===== config.mk =====
export PLATFORM = sky130hd
export DESIGN_NAME = wwsc_ctrl
export DESIGN_NICKNAME = d
export VERILOG_FILES = /design/src/rtl/core/wwsc_pkg.sv /design/src/rtl/core/wwsc_ctrl.sv
export VERILOG_INCLUDE_DIRS = /design/src /design/src/rtl/core
export SDC_FILE = /design/constraint.sdc
export NUM_CORES = 1
export LEC_CHECK = 0
export BUFFER_PORTS_ARGS = -buffer_cell sky130_fd_sc_hd__buf_2
export CORE_MARGIN = 5
export CORE_UTILIZATION = 50
export CTS_CLUSTER_DIAMETER = 60
export DETAILED_ROUTE_END_ITERATION = 16
export GPL_TIMING_DRIVEN = 1
export HOLD_SLACK_MARGIN = 0.08
export MAX_ROUTING_LAYER = met4
export PLACE_DENSITY = 0.74
export SLEW_MARGIN = 10
export SYNTH_ARGS = -nofsm -noshare
export SYNTH_HDL_FRONTEND = slang
export SYNTH_SLANG_ARGS = --single-unit
export TNS_END_PERCENT = 50

===== constraint.sdc =====
create_clock -name clock -period 5.3 [get_ports clock]
set_input_delay 0 -clock clock [delete_from_list [all_inputs] [get_ports clock]]
set_output_delay 0 -clock clock [all_outputs]
set_load 0.05 [all_outputs]

===== src/rtl/core/assert_macros.svh =====
// Assertion macros shared by the waypoint wheel speed controller RTL.
// Depends on nothing; included by the modules that carry assertions.
`ifndef ASSERT_MACROS_SVH
`define ASSERT_MACROS_SVH

// Same-cycle implication, disabled while reset is high.
`define ASSERT_SAME(label, clk, rst, ante, cons, msg) \
   label: assert property (@(posedge clk) disable iff (rst) (ante) |-> (cons)) \
      else $error(msg);

// Next-cycle implication, disabled while reset is high.
`define ASSERT_NEXT(label, clk, rst, ante, cons, msg) \
   label: assert property (@(posedge clk) disable iff (rst) (ante) |=> (cons)) \
      else $error(msg);

`endif


===== src/rtl/core/wwsc_pkg.sv =====
// Package of the waypoint wheel speed controller: types, constants, arctangent table.
// Depends on nothing; used by the controller top, the registers, the sequencer and the datapath.
`default_nettype none

package wwsc_pkg;

   localparam int CORDIC_STEPS = 16;
   localparam int ATAN_LEN = 24;
   localparam int CORDIC_ITERS = (CORDIC_STEPS < ATAN_LEN) ? CORDIC_STEPS : ATAN_LEN;
   localparam int STEP_W = $clog2(ATAN_LEN);
   localparam logic [STEP_W-1:0] LAST_STEP = STEP_W'(CORDIC_ITERS - 1);

   localparam int CSR_IDX_W = 3;
   localparam int CSR_DATA_W = 16;

   // Configuration register indexes.
   typedef enum logic [CSR_IDX_W-1:0] {
      REG_SPEED_LIMIT,
      REG_NEAR_RADIUS,
      REG_NEAR_GAIN,
      REG_NEAR_CAP,
      REG_FAR_FRACTION,
      REG_HEADING_BLEND,
      REG_TURN_GAIN
   } csr_reg_type;

   // Angles are Q.29 radians, carried in 34 or 36 bits.
   localparam logic signed [35:0] PI_Q29 = 36'sd1686629713;
   localparam logic signed [35:0] TWO_PI_Q29 = 36'sd3373259426;
   localparam logic signed [33:0] HALF_PI_Q29 = 34'sd843314857;
   localparam logic signed [33:0] INV_GAIN_Q30 = 34'sd652032874;
   localparam logic signed [30:0] INV_GAIN_MUL = 31'sd652032874;
   localparam logic signed [30:0] INV_PI_Q30 = 31'sd341782638;
   localparam logic signed [25:0] OFFSET_LIMIT = 26'sd32767;

   typedef enum logic [4:0] {
      OP_NOP,
      OP_ROT_INIT,
      OP_ROT_STEP,
      OP_ROT_END,
      OP_PROJ1,
      OP_PROJ2,
      OP_PROJ3,
      OP_VEC_INIT,
      OP_VEC_STEP,
      OP_MAG,
      OP_DIST,
      OP_SPD1,
      OP_SPD2,
      OP_SPD3,
      OP_BL1,
      OP_BL2,
      OP_BL3,
      OP_WRAP,
      OP_RAT1,
      OP_RAT2,
      OP_TRN1,
      OP_TRN2,
      OP_TRN3,
      OP_OUT
   } op_type;

   typedef struct packed {
      op_type op;
      logic [STEP_W-1:0] idx;
   } cmd_type;

   typedef struct packed {
      logic wrap_ok;
      logic out_busy;
   } status_type;

   typedef struct packed {
      logic [9:0] speed_limit;
      logic [15:0] near_radius;
      logic [7:0] near_gain;
      logic [9:0] near_speed_cap;
      logic [8:0] far_fraction;
      logic [8:0] heading_blend;
      logic [9:0] turn_gain;
   } cfg_type;

   function automatic logic signed [33:0] atan_q29(input logic [STEP_W-1:0] i);
      logic signed [33:0] v;
      unique case (i)
         5'd0: v = 34'sd421657428;
         5'd1: v = 34'sd248918915;
         5'd2: v = 34'sd131521918;
         5'd3: v = 34'sd66762579;
         5'd4: v = 34'sd33510843;
         5'd5: v = 34'sd16771758;
         5'd6: v = 34'sd8387925;
         5'd7: v = 34'sd4194219;
         5'd8: v = 34'sd2097141;
         5'd9: v = 34'sd1048575;
         5'd10: v = 34'sd524288;
         5'd11: v = 34'sd262144;
         5'd12: v = 34'sd131072;
         5'd13: v = 34'sd65536;
         5'd14: v = 34'sd32768;
         5'd15: v = 34'sd16384;
         5'd16: v = 34'sd8192;
         5'd17: v = 34'sd4096;
         5'd18: v = 34'sd2048;
         5'd19: v = 34'sd1024;
         5'd20: v = 34'sd512;
         5'd21: v = 34'sd256;
         5'd22: v = 34'sd128;
         5'd23: v = 34'sd64;
         default: v = 34'sd0;
      endcase
      return v;
   endfunction

endpackage

`default_nettype wire


===== src/rtl/core/wwsc_ctrl.sv =====
// Sequencer of the waypoint wheel speed controller: issues one datapath command per cycle.
// Depends on wwsc_pkg and assert_macros.svh.
`default_nettype none

`include "assert_macros.svh"

module wwsc_ctrl (
   input  wire logic clock,
   input  wire logic reset,
   input  wire logic req_valid,
   output logic req_ready,
   input  wwsc_pkg::status_type status,
   output wwsc_pkg::cmd_type cmd
);

   typedef enum logic [1:0] {
      ST_IDLE,
      ST_BUSY,
      ST_FINISH
   } state_type;

   state_type state_ff;
   wwsc_pkg::cmd_type cmd_ff;

   always_ff @(posedge clock) begin
      if (reset) begin
         state_ff <= ST_IDLE;
         cmd_ff.op <= wwsc_pkg::OP_NOP;
         cmd_ff.idx <= '0;
      end else begin
         unique case (state_ff)
            ST_IDLE: begin
               cmd_ff.idx <= '0;
               if (req_valid) begin
                  state_ff <= ST_BUSY;
                  cmd_ff.op <= wwsc_pkg::OP_ROT_INIT;
               end else begin
                  cmd_ff.op <= wwsc_pkg::OP_NOP;
               end
            end
            ST_BUSY: begin
               unique case (cmd_ff.op)
                  wwsc_pkg::OP_ROT_INIT: begin
                     cmd_ff.op <= wwsc_pkg::OP_ROT_STEP;
                     cmd_ff.idx <= '0;
                  end
                  wwsc_pkg::OP_ROT_STEP: begin
                     if (cmd_ff.idx == wwsc_pkg::LAST_STEP) begin
                        cmd_ff.op <= wwsc_pkg::OP_ROT_END;
                     end else begin
                        cmd_ff.idx <= cmd_ff.idx + 1'b1;
                     end
                  end
                  wwsc_pkg::OP_ROT_END: cmd_ff.op <= wwsc_pkg::OP_PROJ1;
                  wwsc_pkg::OP_PROJ1: cmd_ff.op <= wwsc_pkg::OP_PROJ2;
                  wwsc_pkg::OP_PROJ2: cmd_ff.op <= wwsc_pkg::OP_PROJ3;
                  wwsc_pkg::OP_PROJ3: cmd_ff.op <= wwsc_pkg::OP_VEC_INIT;
                  wwsc_pkg::OP_VEC_INIT: begin
                     cmd_ff.op <= wwsc_pkg::OP_VEC_STEP;
                     cmd_ff.idx <= '0;
                  end
                  wwsc_pkg::OP_VEC_STEP: begin
                     if (cmd_ff.idx == wwsc_pkg::LAST_STEP) begin
                        cmd_ff.op <= wwsc_pkg::OP_MAG;
                     end else begin
                        cmd_ff.idx <= cmd_ff.idx + 1'b1;
                     end
                  end
                  wwsc_pkg::OP_MAG: cmd_ff.op <= wwsc_pkg::OP_DIST;
                  wwsc_pkg::OP_DIST: cmd_ff.op <= wwsc_pkg::OP_SPD1;
                  wwsc_pkg::OP_SPD1: cmd_ff.op <= wwsc_pkg::OP_SPD2;
                  wwsc_pkg::OP_SPD2: cmd_ff.op <= wwsc_pkg::OP_SPD3;
                  wwsc_pkg::OP_SPD3: cmd_ff.op <= wwsc_pkg::OP_BL1;
                  wwsc_pkg::OP_BL1: cmd_ff.op <= wwsc_pkg::OP_BL2;
                  wwsc_pkg::OP_BL2: cmd_ff.op <= wwsc_pkg::OP_BL3;
                  wwsc_pkg::OP_BL3: cmd_ff.op <= wwsc_pkg::OP_WRAP;
                  wwsc_pkg::OP_WRAP: begin
                     // Keep folding by a full turn until the error lies in [-pi, pi).
                     if (status.wrap_ok) begin
                        cmd_ff.op <= wwsc_pkg::OP_RAT1;
                     end
                  end
                  wwsc_pkg::OP_RAT1: cmd_ff.op <= wwsc_pkg::OP_RAT2;
                  wwsc_pkg::OP_RAT2: cmd_ff.op <= wwsc_pkg::OP_TRN1;
                  wwsc_pkg::OP_TRN1: cmd_ff.op <= wwsc_pkg::OP_TRN2;
                  wwsc_pkg::OP_TRN2: cmd_ff.op <= wwsc_pkg::OP_TRN3;
                  wwsc_pkg::OP_TRN3: begin
                     cmd_ff.op <= wwsc_pkg::OP_NOP;
                     state_ff <= ST_FINISH;
                  end
                  default: begin
                     cmd_ff.op <= wwsc_pkg::OP_NOP;
                     state_ff <= ST_IDLE;
                  end
               endcase
            end
            ST_FINISH: begin
               // The output register is free by the next cycle once it is seen not busy.
               if (!status.out_busy) begin
                  cmd_ff.op <= wwsc_pkg::OP_OUT;
                  state_ff <= ST_IDLE;
               end else begin
                  cmd_ff.op <= wwsc_pkg::OP_NOP;
               end
            end
            default: begin
               state_ff <= ST_IDLE;
               cmd_ff.op <= wwsc_pkg::OP_NOP;
            end
         endcase
      end
   end

   assign req_ready = (state_ff == ST_IDLE);
   assign cmd = cmd_ff;

   `ASSERT_NEXT(a_accept_starts, clock, reset, req_valid && req_ready, cmd_ff.op == wwsc_pkg::OP_ROT_INIT, "accepted transfer did not start the rotation")
   `ASSERT_SAME(a_step_bound, clock, reset, cmd_ff.op == wwsc_pkg::OP_ROT_STEP || cmd_ff.op == wwsc_pkg::OP_VEC_STEP, cmd_ff.idx <= wwsc_pkg::LAST_STEP, "CORDIC step index past the last step")

endmodule

`default_nettype wire


==> Word level (Yosys, flattened, before mapping) <==
Index checks and enable logic that the tools add are counted.
{ "word_totals": {"register_bits": 12, "in_bits": 5, "out_inout_bits": 11, "wordCells": 59} }
{ "classes": {"add_sub_neg": 1, "eq_ne": 33, "muxes": 14, "reduce_logical": 8} }
{ "ops": {"columns": ["cell", "n"], "rows": [
  ["5-bit one-hot mux with 21 select lines", 1],
  ["5-bit by 4-bit == test with 1-bit output (second input constant)", 9],
  ["5-bit == test (second input constant)", 7],
  ["5-bit 2-to-1 mux", 5],
  ["21-bit OR reduction", 1],
  ["5-bit by 3-bit == test with 1-bit output (second input constant)", 4],
  ["5-bit one-hot mux with 2 select lines", 2],
  ["3-bit inequality test (second input constant)", 5],
  ["5-bit one-hot mux with 3 select lines", 1],
  ["5-bit by 2-bit == test with 1-bit output (second input constant)", 2],
  ["3-bit AND reduction", 3],
  ["2-bit inequality test (second input constant)", 3],
  ["2-bit one-hot mux with 3 select lines", 1],
  ["5-bit by 1-bit adder with 5-bit output (second input constant)", 1],
  ["5-bit by 1-bit == test with 1-bit output (second input constant)", 1],
  ["2-bit 2-to-1 mux", 2],
  ["2-bit one-hot mux with 2 select lines", 1],
  ["2-bit OR reduction", 2],
  ["2-bit by 1-bit == test with 1-bit output (second input constant)", 1],
  ["2-bit == test (second input constant)", 1],
  ["2-bit logical NOT", 1],
  ["2-bit nonzero test", 1],
  ["1-bit 2-to-1 mux", 1]
]} }

==> Logic depth before layout (Yosys ltp) <==
{ "depth": {"word_depth": 4, "ltp_mapped": 6, "ltp_nobuf": 6} }

==> Worst setup path after synthesis <==
No wires, ideal clock.
{ "synth_path": {"kind": "flip-flop to flip-flop", "from": "register cmd_ff, in the netlist cmd[0]", "to": "register cmd_ff, in the netlist cmd[4]", "setup_ns": 0.121, "arrival_time_ns": 2.090, "required_ns": 5.179, "slack_ns": 3.089, "path_stages_with_launch": 7, "path_buffers": 0, "synth_period_minus_slack_ns": 2.211, "path_cell_list": "dfxtp_1 ha_1 and3_1 ha_1 or3_4 a31oi_4 mux2_4"} }
{ "synth_between": {"elab_chain_len": 4, "word_cells_on_any_way": 7, "classes_between": "add/sub (1); eq/ne (2); mux (3); reduce/logical (1)"} }
{ "synth_lines": {"columns": ["item", "line_no", "source"], "rows": [
  ["start, declared", "wwsc_ctrl.sv:23", "wwsc_pkg::cmd_type cmd_ff;"],
  ["5-bit by 1-bit adder with 5-bit output", "wwsc_ctrl.sv:51, wwsc_ctrl.sv:66", null],
  ["5-bit 2-to-1 mux", "wwsc_ctrl.sv:48, wwsc_ctrl.sv:63", null],
  ["5-bit one-hot mux with 2 select lines", "wwsc_ctrl.sv:42", "unique case (cmd_ff.op)"],
  ["5-bit one-hot mux with 2 select lines", "wwsc_ctrl.sv:31", "unique case (state_ff)"]
]} }
Parallel ways exist; a longest one is shown, timed or not. The select of a mux whose other input is x is not followed.
A chain may end at the register's enable or synchronous reset.

==> Worst setup path after layout <==
Ends and elaborated chain as after synthesis.

==> results.txt <==
----------------------------------------------------
[Floorplan]
  Number of rows in the core area ... 14
  Starting density of the core ... 52.7%
  Horizontal die dimension ... between 40 and 50 um
  Die extent in y ... 49.8 um
  Die Area ... 2480 um^2
  Floorplan core area ... between 1500 and 2000 um^2
  Top-level I/O count ... 16

[Clocking]
  Clock tree from TritonCTS ... built
  Clock root buffer master ... sky130_fd_sc_hd__clkbuf_4
  Latest clock arrival within the worst-skew pair ... 290 ps
  Inserted Clock Buffers ... 3
  Depth of the CTS H-tree ... 1
  Clock transition time at the flip-flop clock pins of the worst setup and hold paths ... 80 ps
  Buffers from clock root to sink, at most ... 2
  Number of clock sinks ... 12
  Gates resized, CTS repair ... 0

[Global route]
  First-pass GRT wire length ... between 2 and 3 mm
  Tot GR Track Use ... ~16%
  Vias in the first global route ... 634
  Overall overflow remaining after global route ... 0
  Initial antenna violation count ... 0
  Pin count of the biggest net entering global routing ... 14

[Worst setup path]
  Worst reg2reg startpoint ... cmd[0]
  Maximum fanout count along the critical path ... 5
  Required time of the worst setup path ... 5480 ps
  Critical register-to-register path endpoint ... cmd[4]
  Cell depth of the worst flop-to-flop path ... 6
  Critical Path Slowest Stage Cell ... sky130_fd_sc_hd__or3_4
  Worst reg-to-reg setup slack ... 3250 ps
  Endpoint arrival time on the critical path ... 2230 ps
  CP max stage delay ... 420 ps
  Crit. End Element ... flop
  Worst Path Class, Setup ... reg -> reg
  Critical Path Start Type ... flop
  Cell Chain, Critical Path ... ha_1, and3_1, ha_1, or3_4, a31oi_4, mux2_4
  Most Frequent Cell on Critical Path ... sky130_fd_sc_hd__ha_1

[Yosys]
  Syn nets ... around 110
  Synthesis-stage register bit count ... 12
  Unique masters post-synth ... 42
  Share of flip-flops with an asynchronous set or reset after synthesis ... 0%
  Area share of the largest cell type after synthesis ... 30.3%
  Leading cell types by total area after synthesis ... sky130_fd_sc_hd__dfxtp_1 (30%), sky130_fd_sc_hd__nand2b_1 (5.5%), sky130_fd_sc_hd__nor2_1 (4.7%)
  EDFF count, synth ... 0
  Commonest register cell after synthesis ... sky130_fd_sc_hd__dfxtp_1
  Top cells by instance count after synthesis ... sky130_fd_sc_hd__dfxtp_1 (12), sky130_fd_sc_hd__nor2_1 (10), sky130_fd_sc_hd__nand2b_1 (7), sky130_fd_sc_hd__a21oi_1 (6), sky130_fd_sc_hd__nor3_1 (5)
  Synthesized netlist cell count ... between 90 and 100
  Most frequently used cell type in the post-synthesis netlist ... sky130_fd_sc_hd__dfxtp_1
  Post-synthesis instance area ... 793 um^2
  Proportion of synthesized chip area in sequential cells ... 30.3%
  Post-synthesis cell type with the largest combined area ... sky130_fd_sc_hd__dfxtp_1
  Average cell area after synthesis ... between 8 and 9 um^2
  Warning count from the yosys run ... 0

[Timing]
  Final TNS setup ... 0 ps
  Final Hold Vio Count ... 0
  Total of endpoints with negative setup slack in the final report ... 0
  Setup skew after layout ... 8.23 ps
  Clock period minus worst slack ... 2050 ps
  Final worst-path cycle share ... 38.7%
  Unrepaired setup endpoints after global routing ... no
  Max-slew violation total from the final report ... 0
  Fmax ... 487 MHz
  Transition at the pin with the smallest max-transition slack ... slightly below 400 ps
  Worst rel slew slack ... 73.6%

[Outcome]
  Result of the run ... complete, no violations

[Placement]
  Number of port buffers ... 15
  Gpl congestion ... 0.828
  Detail Placement HPWL ... 1.26 mm

[Detailed routing]
  WL/cell ... roughly 13 um
  Number of optimization iterations in the first detailed-route pass ... 4
  Starting DRT DRC Count ... 13
  Count of nets left with antenna violations after detail routing ... 0
  Via Count ... 734
  Number of vias per cell after detailed routing ... 5.65
  Total Wirelength ... 1.71 mm
  DRC ... 0

[Finish]
  Antenna cells ... 0
  Share of final-layout standard cells stronger than drive strength 1 ... around 23%
  Post-Route Utilization ... 61.6%
  Post-synthesis to final-layout area growth ... 17.0%
  Number of nets at the end of the flow ... around 120

[Power]
  Pwr dens ... 217 nW/um^2
  Largest voltage drop on the vdd net ... ~0.13 mV
  Leakage power figure ... 0.373 nW

[Min path]
  End point of the worst hold path ... state_ff[0]
  Hold Path Origin ... req_valid
  Hold Crit Depth ... 4
  Path class of the lowest-slack min-delay path ... in -> reg

[Run]
  Number of max-cap violations ... 0

----------------------------------------------------
## cell families (layout without fill, tap and decap cells)
group | count (synthesis) | after routing | synth area share, %
AND/OR/NAND/NOR | 45 | 45 | 33.1
AO/OA/AOI/OAI | 24 | 24 | 21.6
flip-flops | 12 | 12 | 30.3
buffers and inverters | 12 | 27 | 6.47
adder cells (fa/ha/maj) | 2 | 2 | 3.15
XOR/XNOR | 2 | 2 | 2.21
multiplexers | 2 | 2 | 3.15
## power breakdown
part	switching, W	total (W)	internal (W)
Combinational	0.0000171	0.0000295	0.0000124
Sequential	0.00000407	0.0000958	0.0000917
Clock	0.0000339	0.0000758	0.0000419
Total	0.0000550	0.000201	0.000146
## repair_timing
item	4_1_cts	5_1_grt
hold endpoints to repair	6	0
hold buffers	4	0
setup buffers	0	0
## sequential cells by signal, summed over array words and instances (netlist names)
signal / flops
cmd: 10
state_ff: 2
## critical path, delay by kind of cell, from the launching register on
| kind | cells | cell delay, ps |
|---|---|---|
| AO/OA/AOI/OAI | 1 | 250 |
| AND/OR/NAND/NOR | 2 | 610 |
| multiplexers | 1 | 320 |
| flip-flops | 1 | 340 |
| adder cells (fa/ha/maj) | 2 | 420 |
## cells in the final DEF, fill, tap and decap left out, drive strengths merged, types with 2 or more instances in the layout
cell type / n
nor3: 5
ha: 2
a21oi: 6
nor3b: 2
buf: 15
or3: 3
or3b: 2
inv: 4
o21ai: 3
nor2b: 2
dlygate4sd3: 4
nand4b: 2
nand3: 2
nand2b: 7
dfxtp: 12
a31oi: 5
nor2: 10
clkbuf: 4
nand2: 4
## cell type report
| cell class | count | area [um^2] |
|---|---|---|
| sequential | 12 | 240 |
| inverter | 4 | 15.0 |
| multi-input combinational | 75 | 502 |
| fill | 136 | 578 |
| tap | 16 | 20.0 |
| clock buffer | 4 | 36.3 |
| timing repair buffer | 19 | 115 |
## per-stage QoR
step | cells | instance area (um^2) | hold slack, ps | power (W) | setup slack, ps
global route | 130 | 928 | 184 | 0.000210 | 3190
finish | 130 | 928 | 121 | 0.000201 | 3250
floorplan | 99 | 793 | 162 | 0.000120 | 3090
CTS | 130 | 928 | 119 | 0.000203 | 3250
detailed placement | 122 | 852 | 311 | 0.000126 | 3260
global placement | 122 | 852 | 290 | 0.000125 | 3300
## routing by layer
metal	wire length, um	up-vias	part of all wire, %	global-route usage, %
li1	-	383	-	-
met1	771	333	45	18.7
met2	815	13	48	22.5
met3	95	5	5.5	6.63
met4	32	0	1.9	6.55
met5	0	-	0	-
## worst max path at each step
| stage | from | end | slack [ps] | depth (start not counted) |
|---|---|---|---|---|
| floorplan | cmd[0] | cmd[4] | 3090 | 6 |
| global placement | cmd[0] | cmd[4] | 3300 | 6 |
| detailed placement | cmd[0] | cmd[4] | 3260 | 6 |
| CTS | cmd[0] | cmd[4] | 3250 | 6 |
| global route | cmd[0] | cmd[4] | 3190 | 6 |
| finish | cmd[0] | cmd[4] | 3250 | 6 |
Note: power is estimated with default switching activity, not from simulation.
