## src/rtl/core/assert_macros.svh

```systemverilog
// Assertion macros shared by the waypoint wheel speed controller RTL.
// Depends on nothing; included by the modules that carry assertions.
`ifndef ASSERT_MACROS_SVH
`define ASSERT_MACROS_SVH

// Same-cycle implication, disabled while reset is high.
`define ASSERT_SAME(label, clk, rst, ante, cons, msg) \
   label: assert property (@(posedge clk) disable iff (rst) (ante) |-> (cons)) \
      else $error(msg);

// Next-cycle implication, disabled while reset is high.
`define ASSERT_NEXT(label, clk, rst, ante, cons, msg) \
   label: assert property (@(posedge clk) disable iff (rst) (ante) |=> (cons)) \
      else $error(msg);

`endif

```

## src/rtl/core/wwsc_pkg.sv

```systemverilog
// Package of the waypoint wheel speed controller: types, constants, arctangent table.
// Depends on nothing; used by the controller top, the registers, the sequencer and the datapath.
`default_nettype none

package wwsc_pkg;

   localparam int CORDIC_STEPS = 16;
   localparam int ATAN_LEN = 24;
   localparam int CORDIC_ITERS = (CORDIC_STEPS < ATAN_LEN) ? CORDIC_STEPS : ATAN_LEN;
   localparam int STEP_W = $clog2(ATAN_LEN);
   localparam logic [STEP_W-1:0] LAST_STEP = STEP_W'(CORDIC_ITERS - 1);

   localparam int CSR_IDX_W = 3;
   localparam int CSR_DATA_W = 16;

   // Configuration register indexes.
   typedef enum logic [CSR_IDX_W-1:0] {
      REG_SPEED_LIMIT,
      REG_NEAR_RADIUS,
      REG_NEAR_GAIN,
      REG_NEAR_CAP,
      REG_FAR_FRACTION,
      REG_HEADING_BLEND,
      REG_TURN_GAIN
   } csr_reg_type;

   // Angles are Q.29 radians, carried in 34 or 36 bits.
   localparam logic signed [35:0] PI_Q29 = 36'sd1686629713;
   localparam logic signed [35:0] TWO_PI_Q29 = 36'sd3373259426;
   localparam logic signed [33:0] HALF_PI_Q29 = 34'sd843314857;
   localparam logic signed [33:0] INV_GAIN_Q30 = 34'sd652032874;
   localparam logic signed [30:0] INV_GAIN_MUL = 31'sd652032874;
   localparam logic signed [30:0] INV_PI_Q30 = 31'sd341782638;
   localparam logic signed [25:0] OFFSET_LIMIT = 26'sd32767;

   typedef enum logic [4:0] {
      OP_NOP,
      OP_ROT_INIT,
      OP_ROT_STEP,
      OP_ROT_END,
      OP_PROJ1,
      OP_PROJ2,
      OP_PROJ3,
      OP_VEC_INIT,
      OP_VEC_STEP,
      OP_MAG,
      OP_DIST,
      OP_SPD1,
      OP_SPD2,
      OP_SPD3,
      OP_BL1,
      OP_BL2,
      OP_BL3,
      OP_WRAP,
      OP_RAT1,
      OP_RAT2,
      OP_TRN1,
      OP_TRN2,
      OP_TRN3,
      OP_OUT
   } op_type;

   typedef struct packed {
      op_type op;
      logic [STEP_W-1:0] idx;
   } cmd_type;

   typedef struct packed {
      logic wrap_ok;
      logic out_busy;
   } status_type;

   typedef struct packed {
      logic [9:0] speed_limit;
      logic [15:0] near_radius;
      logic [7:0] near_gain;
      logic [9:0] near_speed_cap;
      logic [8:0] far_fraction;
      logic [8:0] heading_blend;
      logic [9:0] turn_gain;
   } cfg_type;

   function automatic logic signed [33:0] atan_q29(input logic [STEP_W-1:0] i);
      logic signed [33:0] v;
      unique case (i)
         5'd0: v = 34'sd421657428;
         5'd1: v = 34'sd248918915;
         5'd2: v = 34'sd131521918;
         5'd3: v = 34'sd66762579;
         5'd4: v = 34'sd33510843;
         5'd5: v = 34'sd16771758;
         5'd6: v = 34'sd8387925;
         5'd7: v = 34'sd4194219;
         5'd8: v = 34'sd2097141;
         5'd9: v = 34'sd1048575;
         5'd10: v = 34'sd524288;
         5'd11: v = 34'sd262144;
         5'd12: v = 34'sd131072;
         5'd13: v = 34'sd65536;
         5'd14: v = 34'sd32768;
         5'd15: v = 34'sd16384;
         5'd16: v = 34'sd8192;
         5'd17: v = 34'sd4096;
         5'd18: v = 34'sd2048;
         5'd19: v = 34'sd1024;
         5'd20: v = 34'sd512;
         5'd21: v = 34'sd256;
         5'd22: v = 34'sd128;
         5'd23: v = 34'sd64;
         default: v = 34'sd0;
      endcase
      return v;
   endfunction

endpackage

`default_nettype wire

```

## src/rtl/core/wwsc_csr.sv

```systemverilog
// Configuration registers of the waypoint wheel speed controller.
// Depends on wwsc_pkg.
`default_nettype none

module wwsc_csr (
   input  wire logic clock,
   input  wire logic reset,
   input  wire logic csr_we,
   input  wire logic [wwsc_pkg::CSR_IDX_W-1:0] csr_index,
   input  wire logic [wwsc_pkg::CSR_DATA_W-1:0] csr_wdata,
   output wwsc_pkg::cfg_type cfg
);

   wwsc_pkg::cfg_type cfg_ff;

   always_ff @(posedge clock) begin
      if (reset) begin
         cfg_ff.speed_limit <= 10'd300;
         cfg_ff.near_radius <= 16'd256;
         cfg_ff.near_gain <= 8'd20;
         cfg_ff.near_speed_cap <= 10'd100;
         cfg_ff.far_fraction <= 9'd230;
         cfg_ff.heading_blend <= 9'd26;
         cfg_ff.turn_gain <= 10'd461;
      end else if (csr_we) begin
         unique case (csr_index)
            wwsc_pkg::REG_SPEED_LIMIT: cfg_ff.speed_limit <= csr_wdata[9:0];
            wwsc_pkg::REG_NEAR_RADIUS: cfg_ff.near_radius <= csr_wdata;
            wwsc_pkg::REG_NEAR_GAIN: cfg_ff.near_gain <= csr_wdata[7:0];
            wwsc_pkg::REG_NEAR_CAP: cfg_ff.near_speed_cap <= csr_wdata[9:0];
            wwsc_pkg::REG_FAR_FRACTION: cfg_ff.far_fraction <= csr_wdata[8:0];
            wwsc_pkg::REG_HEADING_BLEND: cfg_ff.heading_blend <= csr_wdata[8:0];
            wwsc_pkg::REG_TURN_GAIN: cfg_ff.turn_gain <= csr_wdata[9:0];
            default: ;
         endcase
      end
   end

   assign cfg = cfg_ff;

endmodule

`default_nettype wire

```

## config.mk

```make
export PLATFORM = sky130hd
export DESIGN_NAME = wwsc_csr
export DESIGN_NICKNAME = d
export VERILOG_FILES = /design/src/rtl/core/assert_macros.svh /design/src/rtl/core/wwsc_pkg.sv /design/src/rtl/core/wwsc_csr.sv
export SDC_FILE = /design/constraint.sdc
export NUM_CORES = 1
export LEC_CHECK = 0
export ABC_AREA = 1
export BUFFER_PORTS_ARGS = -buffer_cell sky130_fd_sc_hd__buf_4
export CORE_UTILIZATION = 53
export DETAILED_ROUTE_END_ITERATION = 10
export HOLD_SLACK_MARGIN = 0.1
export PLACE_DENSITY_LB_ADDON = 0.25
export SLEW_MARGIN = 0
export SYNTH_ARGS = -nofsm -noshare
export SYNTH_HDL_FRONTEND = slang
export SYNTH_SLANG_ARGS = --single-unit
```

## constraint.sdc

```tcl
create_clock -name clock -period 1.5 [get_ports clock]
set_input_delay 0 -clock clock [delete_from_list [all_inputs] [get_ports clock]]
set_output_delay 0 -clock clock [all_outputs]
set_load 0.005 [all_outputs]
```

== Yosys cells after proc, flatten, opt, wreduce, memory -nomap -nowiden ==
Cells that the tools add are included.

* Output and inout port bits: 72
* Flip-flop bits (word level): 72
* Input port bits: 22

* Equality and inequality tests: 6
* Reduce and logical (&&, ||, !) cells: 8

{| class="wikitable"
|+ Operators with widths
! operator !! number
|-
| $reduce_and 2->1 || 7
|-
| $eq 3x3->1 const B || 3
|-
| $eq 3x2->1 const B || 2
|-
| $eq 3x1->1 const B || 1
|-
| $logic_not 3->1 || 1
|}

== Logic depth before layout (Yosys ltp) ==
Gate-level depths: netlist of the first run.

* Depth after elaboration: 2
* Mapped depth: 7
* Depth with buffers taken out: 5

== Worst setup path after synthesis of the first run ==
OpenSTA, ideal clock, no wires.

* Path type: input to register
* Start point: input csr_we
* End point: register cfg_ff (netlist bit cfg[54])
* Stages: 7
* Arrival: 0.581 ns
* Slack: 0.789 ns
* Required time: 1.370 ns
* Setup time: 0.130 ns
* Path through: inv_1 > nor2_1 > buf_4 > buf_4 > nand2_1 > nand2_1 > nand3_1

* Word-level cells in the longest chain between the ends: 1

{| class="wikitable"
|+ Ends and longest elaborated chain
! element !! line !! source
|-
| start: declaration || wwsc_csr.sv:8 || <nowiki>input wire logic csr_we,</nowiki>
|-
| $reduce_and 2->1 (no line) || - ||
|-
| end: declaration || wwsc_csr.sv:14 || <nowiki>wwsc_pkg::cfg_type cfg_ff;</nowiki>
|}

No other way between the ends.
A chain may end at the register's enable or synchronous reset.

==> results of run 1 <==
## worst reg2reg max path: stages (launching register included)
cell	delay, ps
dfxtp_1	320
nor2_1	120
nor2_1	70
## per-layer routing
metal	routed length [um]	global-route usage [%]	vias up
met1	3110	35.2	1355
met3	664	6.43	19
met2	3830	48.3	146
li1	-	-	1459
met4	186	14.7	0
met5	0	0	-
## worst paths after layout
path                             start                    to  slack [ps]  cells after the start
setup / recovery          csr_wdata[0]  cfg[10]$_SDFFE_PP0P_         570                      6
setup reg to reg  cfg[23]$_SDFFE_PP0P_  cfg[23]$_SDFFE_PP0P_         890                      2
hold reg to reg   cfg[13]$_SDFFE_PP1P_  cfg[13]$_SDFFE_PP1P_         470                      2
hold / removal            csr_index[0]   cfg[4]$_SDFFE_PP0P_         120                      5
## stage by stage
| stage | std cells | worst slack [ps] | utilization (%) | cell area [um^2] | hold WS (ps) |
|---|---|---|---|---|---|
| global placement | 552 | 512 | 69.9 | 3570 | 223 |
| global route | 584 | 535 | 76.9 | 3930 | 127 |
| detailed placement | 552 | 480 | 69.9 | 3570 | 227 |
| finish | 584 | 570 | 76.9 | 3930 | 115 |
| floorplan | 400 | 789 | - | 2820 | 113 |
| CTS | 584 | 604 | 76.9 | 3930 | 101 |
## cell families after synthesis
family	synth area share (%)
flops	51.2
simple gates	42.5
buf+inv	6.39
## layout make-up
| type | count | area [um^2] | share of cell area [%] |
|---|---|---|---|
| repair buffers | 115 | 916 | 23.3 |
| clock inverters | 3 | 40.0 | 1.02 |
| multi-input cells | 288 | 1200 | 30.5 |
| well taps | 70 | 87.6 | 2.23 |
| flip-flops and latches | 72 | 1440 | 36.7 |
| clock buffers | 13 | 159 | 4.04 |
| inverters | 23 | 86.3 | 2.20 |
## layout by cell type, fill, tap and decap left out, drive strengths merged
master / instances
nand2: 109
bufinv: 1
dlygate4sd3: 16
nand3: 72
dfxtp: 72
nor2: 107
inv: 23
clkinv: 2
clkbuf: 13
buf: 99
## power by group
| group | switching, mW | internal (mW) |
|---|---|---|
| registers | 0.0381 | 1.98 |
| clock network | 0.690 | 0.855 |
| logic | 0.266 | 0.227 |
| total | 0.995 | 3.06 |
==> run summary, run 1 <==
Status = finished clean
Critical path's largest stage delay = 540 ps
ANT nets after route = 0
Tmin final = 930 ps
Antenna violations before repair = 0
Synth Instances = 400
Worst slew pin tran = 445 ps
Syn_area_per_cell = 7.04 um^2
Post-Route WL = 7.79 mm
Synth-to-Final Area Change = 39.4%
Final Max Tran Viols = 0
CTS H-tree lvls = 3
FMAX = 1080 MHz
Relative slew slack = 70.3%
Tot Pwr = 4.06 mW
Total congestion overflow = 0
Detailed Place HPWL = 5.20 mm
Largest net degree at the start of global routing = 73
Crit path required time = 1740 ps
CP Buf/Inv Count = 3
Clock Latency Late Sink = 340 ps
# setup viols final = 0
# hold bufs at CTS = 16
Area share of the largest cell type after synthesis = 51.2%
Cell Area, Synth = 2820 um^2
Crit path kind = input port to flip-flop
First-pass GRT wire length = 11.9 mm
Critical Path End Type = flip-flop
Yosys cell types = 13
Fin. Hold Viols = 0
Antenna cells = 0
Cell taking the most area after synthesis = dfxtp_1
CTS tree = done
Kind of cell adding the most delay to the critical path = buffers and inverters
Chip width = 74.9 um
Max_cap viols = 0
Clock buffer depth = 2
GP Congestion = 0.829
Core Area = 5110 um^2
Top cells by instance count after synthesis = nand2_1 (109), nor2_1 (99), dfxtp_1 (72), nand3_1 (72), inv_1 (20)
RSZ-0062 raised after global routing = false
Initial DRC count = 212
Mapped Nets = 422
DR vias = 2,979
Top-count cell post-synth = nand2_1
Max reg flops = 72
EDFF count, synth = 0
Main synth FF type = dfxtp_1
Setup TNS = 0 ps
Layout Nets = 531
Vias in the first global route = 2,608
Critical path's slowest cell = dlygate4sd3_1
Fill count = 400
Layout cell share with drive strength beyond 1 = 24.3%
Initial core utilization = 55.2%
I/O Pins = 94
Post-route DRC = 0
CTS Buf Count = 9
Die area = 5610 um^2
Critical path startpoint category = input port
VDD IR max = 779 uV
Post-CTS Setup Repair Bufs = 0
Worst Path Arrival = 1170 ps
Hold Path Class = input port to flip-flop
Gates resized, CTS repair = 0
Yosys warns = 0
Clock root cell = clkbuf_8
Total track usage = 29.0%
Asr flop ratio synth = 0%
Seq/Total Area, Yosys = 51.2%
Die H = 74.9 um
Synth top area cells = dfxtp_1 (51%), nand2_1 (15%), nor2_1 (13%), nand3_1 (13%), inv_1 (2.7%)
LEAKAGE = 1.93 nW
PwrDens = 1030 nW/um^2
DR pass1 iterations = 5
#FFs+latches synth = 72
CP Cell Sequence = dlygate4sd3_1, buf_4, inv_1, nand3_1, nand2_1, nor2_1
Period utilization = 62.0%
Wire per inst = 13.3 um
I/O Buffers = 93
Vias per cell = 5.10
Layout Skew = 0 ps
Rows = 26
Clock transition at path regs = 70 ps
Clk sinks = 72
Worst Path Max Fanout = 6
Note: power is estimated with default switching activity, not from simulation.
==> inputs of run 2 (changes only) <==
Settings changed: CORE_UTILIZATION 53 to 50.
Clock period 1.5 ns to 0.9 ns, I/O delays scaled along.
==> run 2 against run 1 <==
  * Clock skew stayed put
  * Worst hold slack worse by 24 ps
  * Power is 69% higher
  * First-iteration DRC count is 1.9% higher
  * Routed wire length is 2.4% higher
  * Clock power is 67% higher
  * Utilization is 0.95 points higher
  * Count of clock-buffer cells in the layout is 2 lower
  * Final cell count is 2.6% higher
  * Register-to-register slack worse by 640 ps
  * Via count is 0.74% higher
==> run summary, run 2 (synthesis gave the netlist of run 1 again) <==
Status = finished clean
RSZ-0062 raised after global routing = false
Worst Path Max Fanout = 5 (-1)
PwrDens = 1670 nW/um^2 (+62%)
Tot Pwr = 6.85 mW (+69%)
Final Max Tran Viols = 0 (unchanged)
Fill count = 403 (+0.75%)
I/O Buffers = 93 (unchanged)
Post-Route WL = 7.97 mm (+2.4%)
Final WS setup = 26.3 ps (-544 ps)
# setup viols final = 0 (unchanged)
Vias in the first global route = 2,781 (+6.6%)
Total congestion overflow = 0 (unchanged)
Switching portion of total power = 24.9% (+0.34 points)
Relative slew slack = 79.2% (+8.9 points)
Vias per cell = 5.01 (-1.8%)
Hold Path Class = input port to flip-flop
Worst slew pin tran = 311 ps (-134 ps)
Chip width = 77.1 um (+2.9%)
CTS tree = done
First-pass GRT wire length = 13.1 mm (+9.7%)
Flop pwr share = 49.1% (-0.6 points)
Clk sinks = 72 (unchanged)
Post-route DRC = 0 (unchanged)
Tmin final = 874 ps
Placed cell area = 3710 um^2 (+4.0%)
Fin. Hold Viols = 0 (unchanged)
Initial DRC count = 216 (+1.9%)
Crit path kind = input port to flip-flop
FMAX = 1140 MHz
Max_cap viols = 0 (unchanged)
Final Non-Filler Cells = 599 (+2.6%)
Wire per inst = 13.3 um (-0.19%)
Rows = 26 (unchanged)
Hold Path Stages = 4 (-1)
Placed cells = 566 (+2.5%)
Reg2reg path depth = 2 (unchanged)
DR vias = 3,001 (+0.74%)
LEAKAGE = 1.99 nW (+3.3%)
Setup TNS = 0 ps (unchanged)
Max reg flops = 72 (unchanged)
CTS Buf Count = 9 (unchanged)
VDD IR max = 1300 uV (+67%)
Detailed Place HPWL = 5.48 mm (+5.4%)
Die area = 5940 um^2 (+5.8%)
Die H = 77.1 um (+2.9%)
Initial core utilization = 53.5% (-1.7 points)
Antenna cells = 0 (unchanged)
Commonest cells after routing, fill and taps aside = nand2_1 (109), buf_4 (109), nor2_1 (98)
Critical Path End Type = flip-flop
Crit path required time = 1140 ps (-600 ps)
Clock Latency Late Sink = 340 ps (about the same)
Layout Skew = 0 ps (unchanged)
Fin area = 4100 um^2 (+4.5%)
Combinational power share = 13.0% (+0.8 points)
DR pass1 iterations = 5 (unchanged)
Clock buffer depth = 2 (unchanged)
DP Worst Slack = -91.1 ps (-571 ps)
Period utilization = 97.1%
Core Area = 5270 um^2 (+3.2%)
Clock root cell = clkbuf_8
Largest net degree at the start of global routing = 55 (-25%)
ANT nets after route = 0 (unchanged)
Clock transition at path regs = 70 ps (about the same)
Antenna violations before repair = 0 (unchanged)
Layout cell share with drive strength beyond 1 = 27.4% (+3.1 points)
Layout Nets = 546 (+2.8%)
I/O Pins = 94 (unchanged)
Synth-to-Final Area Change = 45.6%
Worst Path Arrival = 1110 ps (-60 ps)
Total track usage = 28.5% (-0.49 points)
Switching power = 1.70 mW (+71%)
Clock group share of total power = 37.9% (-0.2 points)
Critical path startpoint category = input port
GP Congestion = 0.830 (about the same)
Total internal power = 5.15 mW (+68%)
CTS H-tree lvls = 3 (unchanged)
Post-CTS Setup Repair Bufs = 0 (unchanged)
-- run 2: cell count changes in the layout (fill, tap and decap cells not counted) --
cell           change
buf_4             +11
clkinvlp_4         +6
inv_1              -4
buf_12             +3
clkbuf_1           -2
dlygate4sd3_1      +1
-- run 2: stage by stage --
stage | util, % | hold slack, ps
floorplan | - | 113
global placement | 70.4 | 227
global route | 77.9 | 94.6
CTS | 77.6 | 35.1
finish | 77.9 | 91.4
detailed placement | 70.4 | 236
-- run 2: final timing paths --
check	startpoint	endpoint	slack, ps
setup / recovery	csr_wdata[4]	cfg[4]$_SDFFE_PP0P_	30
hold / removal	reset	cfg[65]$_SDFFE_PP1P_	90
setup reg to reg	cfg[69]$_SDFFE_PP0P_	cfg[69]$_SDFFE_PP0P_	250
hold reg to reg	cfg[34]$_SDFFE_PP1P_	cfg[34]$_SDFFE_PP1P_	470
-- run 2: worst max-delay path, cell delays in order --
cell and delay [ps]:
dlygate4sd3_1 540, buf_4 150, inv_1 190, nand3_1 130
nand2_1 70, nor2_1 30
-- run 2: layout make-up --
type / instances / area [um^2] / area share, %
Inverter: 23 / 101 / 2.47
Multi-Input combinational cell: 288 / 1200 / 29.2
Clock inverter: 5 / 55.1 / 1.34
Timing Repair Buffer: 130 / 1070 / 26.0
Sequential cell: 72 / 1440 / 35.1
Clock buffer: 11 / 151 / 3.69
Tap cell: 70 / 87.6 / 2.13
-- run 2: timing repair --
item                                    in CTS  in global routing
hold endpoints to repair                    43                 15
gates resized for setup                      0                  4
hold buffers                                17                  1
endpoints found under the setup margin       0                 16
-- run 2: power by group through the flow --
stage	logic [mW]	clock network, mW	registers [mW]
2_1_floorplan	0.385	0	3.44
3_3_place_gp	0.790	0	3.43
3_5_place_dp	0.807	0	3.43
4_1_cts	0.873	2.62	3.36
5_1_grt	0.978	2.79	3.37
6_report	0.890	2.59	3.36
-- run 2: per-layer routing --
metal	global-route usage, %	wire [um]	up-vias
met5	0	0	-
met4	13.0	198	0
met3	7.26	625	20
met2	46.8	3860	121
met1	35.0	3290	1367
li1	-	-	1493
==> inputs of run 3 (changes only) <==
Settings changed: ABC_AREA 1 to default.
==> run 3 against run 2 <==
  * Via count is 23% lower
  * Clock skew is the same
  * Setup slack gained 15 ps
  * Global-route usage shrank 2.8 points
  * Synthesized cell count down 33%
  * Power is 0.78% lower
  * Register-to-register slack worse by 20 ps
  * Maximum frequency up 1.7%
  * Largest cell class unchanged
  * Highest routed layer unchanged
==> run summary, run 3 <==
CTS H-tree lvls = 3 (unchanged)
Largest net degree at the start of global routing = 47 (-15%)
Total track usage = 25.6% (-2.8 points)
Kind of cell adding the most delay to the critical path = flip-flops
Initial DRC count = 107 (-50%)
Yosys cell types = 13 (unchanged)
Die area = 6030 um^2 (+1.6%)
Flop pwr share = 48.5% (-0.6 points)
Layout Nets = 409 (-25%)
Final Max Tran Viols = 0 (unchanged)
Top cells by instance count after synthesis = dfxtp_1 (72), mux2i_1 (72), nand2b_1 (64)
Reg2reg path depth = 2 (unchanged)
LEAKAGE = 2.03 nW (+1.8%)
DP Worst Slack = -200 ps (-108 ps)
Fill count = 402 (-0.25%)
Switching power = 1.55 mW (-8.9%)
Clock root cell = clkbuf_8
Chip width = 77.7 um (+0.77%)
Combinational power share = 9.3% (-3.7 points)
Register area = 1440 um^2 (about the same)
EDFF count, synth = 0 (unchanged)
Asr flop ratio synth = 0% (unchanged)
Max reg flops = 72 (unchanged)
Multi-input gate area = 1330 um^2 (+11%)
Wire per inst = 15.5 um (+16%)
Area share of the largest cell type after synthesis = 50.3% (-0.80 points)
Clock buffer depth = 2 (unchanged)
Period utilization = 95.5% (-1.6 points)
Crit path required time = 900 ps (-240 ps)
Setup TNS = 0 ps (unchanged)
CTS tree = done
R2r endpoint = cfg[43]$_SDFFE_PP0P_
ANT nets after route = 0 (unchanged)
Switching portion of total power = 22.8% (-2.0 points)
CP Cell Sequence = buf_4
Commonest cells after routing, fill and taps aside = buf_4 (107), mux2i_1 (72), dfxtp_1 (71)
Hold Path Class = input port to flip-flop
Clock Latency Late Sink = 350 ps (about the same)
Fin. Hold Viols = 0 (unchanged)
Tmin final = 859 ps (-14.5 ps)
Critical Path End Type = output pin
DR vias = 2,308 (-23%)
#FFs+latches synth = 72 (unchanged)
Hold EP = cfg[15]$_SDFFE_PP0P_
First-pass GRT wire length = 11.7 mm (-11%)
DR pass1 iterations = 4 (-1)
VDD IR max = 1050 uV (-19%)
R2R Setup Slk = 230 ps (-20 ps)
Hold_ws = 123 ps (+31.6 ps)
I/O Pins = 94 (unchanged)
Reg-to-Reg Start = cfg[43]$_SDFFE_PP0P_
Detailed Place HPWL = 4.59 mm (-16%)
Clock transition at path regs = 80 ps (about the same)
Vias per cell = 4.97 (-0.72%)
Crit path kind = flip-flop to output pin
Most common cell after layout, fill and taps aside = buf_4
Mapped Nets = 290 (-31%)
Syn_area_per_cell = 10.7 um^2 (+52%)
Layout Skew = 0 ps (unchanged)
Status = finished clean
Total internal power = 5.24 mW (+1.9%)
CTS Buf Count = 9 (unchanged)
PwrDens = 1650 nW/um^2 (-0.93%)
Critical path startpoint category = flip-flop
Layout cell share with drive strength beyond 1 = 32.9% (+5.5 points)
Worst Path Max Fanout = 2 (-3)
Cell taking the most area after synthesis = dfxtp_1
Synth Instances = 268 (-33%)
Worst Path Arrival = 860 ps (-250 ps)
Clock group share of total power = 42.1% (+4.2 points)
GP Congestion = 0.724 (-13%)
Critical path's largest stage delay = 380 ps (-160 ps)
Clk sinks = 72 (unchanged)
Total congestion overflow = 0 (unchanged)
Vias in the first global route = 2,336 (-16%)
RSZ-0062 raised after global routing = false
# setup viols final = 0 (unchanged)
Synth top area cells = dfxtp_1 (50%), mux2i_1 (25%), nand2b_1 (14%), nor2_1 (4.3%), buf_2 (1.6%)
Die H = 77.7 um (+0.77%)
Worst slew pin tran = 272 ps (-39.0 ps)
Synth-to-Final Area Change = 43.6%
Antenna cells = 0 (unchanged)
Main synth FF type = dfxtp_1
Yosys warns = 0 (unchanged)
Critical path's slowest cell = dfxtp_1
Post-Route WL = 7.17 mm (-10%)
Hold Path Stages = 3 (-1)
I/O Buffers = 93 (unchanged)
Cell Area, Synth = 2860 um^2 (+1.6%)
CP Buf/Inv Count = 1 (-2)
Antenna violations before repair = 0 (unchanged)
Post-CTS Setup Repair Bufs = 0 (unchanged)
Core Area = 5510 um^2 (+4.5%)
Initial core utilization = 52.0% (-1.5 points)
Max_cap viols = 0 (unchanged)
Hold Startpoint = reset
Rows = 27 (+3.8%)
Seq/Total Area, Yosys = 50.3% (-0.80 points)
Post-route DRC = 0 (unchanged)
Relative slew slack = 81.9% (+2.7 points)
Final WS setup = 40.9 ps (+14.5 ps)
FMAX = 1160 MHz (+1.7%)
## run 3: changes by cell type after synthesis, moves of 5 or more
cell      change
buf_1         -5
nand2_1     -109
inv_1        -20
clkbuf_1      +5
nor2_1       -66
nand3_1      -72
nor2_2        -7
nand2b_1     +64
mux2i_1      +72
buf_2         +6
## run 3: repair_timing
action                                  in CTS  in global routing
endpoints found under the setup margin       0                  4
hold buffers                                18                  0
endpoints found under the hold margin       64                  0
gates resized for setup                      0                  2
## run 3: worst reg2reg max path, stage by stage (launching register included)
cell	delay, ps
dfxtp_1	340
nand2b_1	90
mux2i_1	170
## run 3: stage by stage
stage          instances  cell area, um^2  util [%]  power (mW)
2_1_floorplan        268             2870         -        3.63
3_3_place_gp         430             3710      67.3        3.92
3_5_place_dp         430             3710      67.3        3.93
4_1_cts              464             4110      74.6        6.79
5_1_grt              464             4110      74.6        7.03
6_report             464             4110      74.6        6.79
## run 3: cells by family after synthesis
group	share of synthesized area (%)
AND/OR/NAND/NOR	21.2
buffers and inverters	3.28
flip-flops	50.3
multiplexers	25.2
## run 3: cell type report
cell class              count  area share, %
clock buffers              10           3.35
multi-input cells         177           32.5
clock inverters             6           2.01
repair buffers            127           24.9
well taps                  72           2.19
flip-flops and latches     72           35.1
## run 3: power groups by stage
stage	sequential (mW)	combinational, mW	clock, mW
final	3.30	0.634	2.86
after global routing	3.30	0.683	3.04
after CTS	3.30	0.631	2.87
after detailed placement	3.37	0.565	0
after global placement	3.37	0.555	0
after floorplan	3.37	0.265	0
## run 3: routing by layer
| metal | vias up | routed length, um | global-route usage [%] |
|---|---|---|---|
| met2 | 79 | 3370 | 41.9 |
| met5 | - | 0 | 0 |
| li1 | 1123 | - | - |
| met4 | 0 | 161 | 10.0 |
| met1 | 1094 | 3200 | 31.0 |
| met3 | 12 | 441 | 8.47 |
## run 3: how the worst max path moves through the flow
stage,from,end,depth (start not counted)
6_report,cfg[6]$_SDFFE_PP1P_,cfg[6],1
4_1_cts,reset,cfg[65]$_SDFFE_PP1P_,4
3_3_place_gp,csr_index[0],cfg[62]$_SDFFE_PP0P_,3
3_5_place_dp,csr_index[0],cfg[65]$_SDFFE_PP1P_,3
2_1_floorplan,csr_index[0],cfg[64]$_SDFFE_PP1P_,3
5_1_grt,cfg[25]$_SDFFE_PP1P_,cfg[25],1
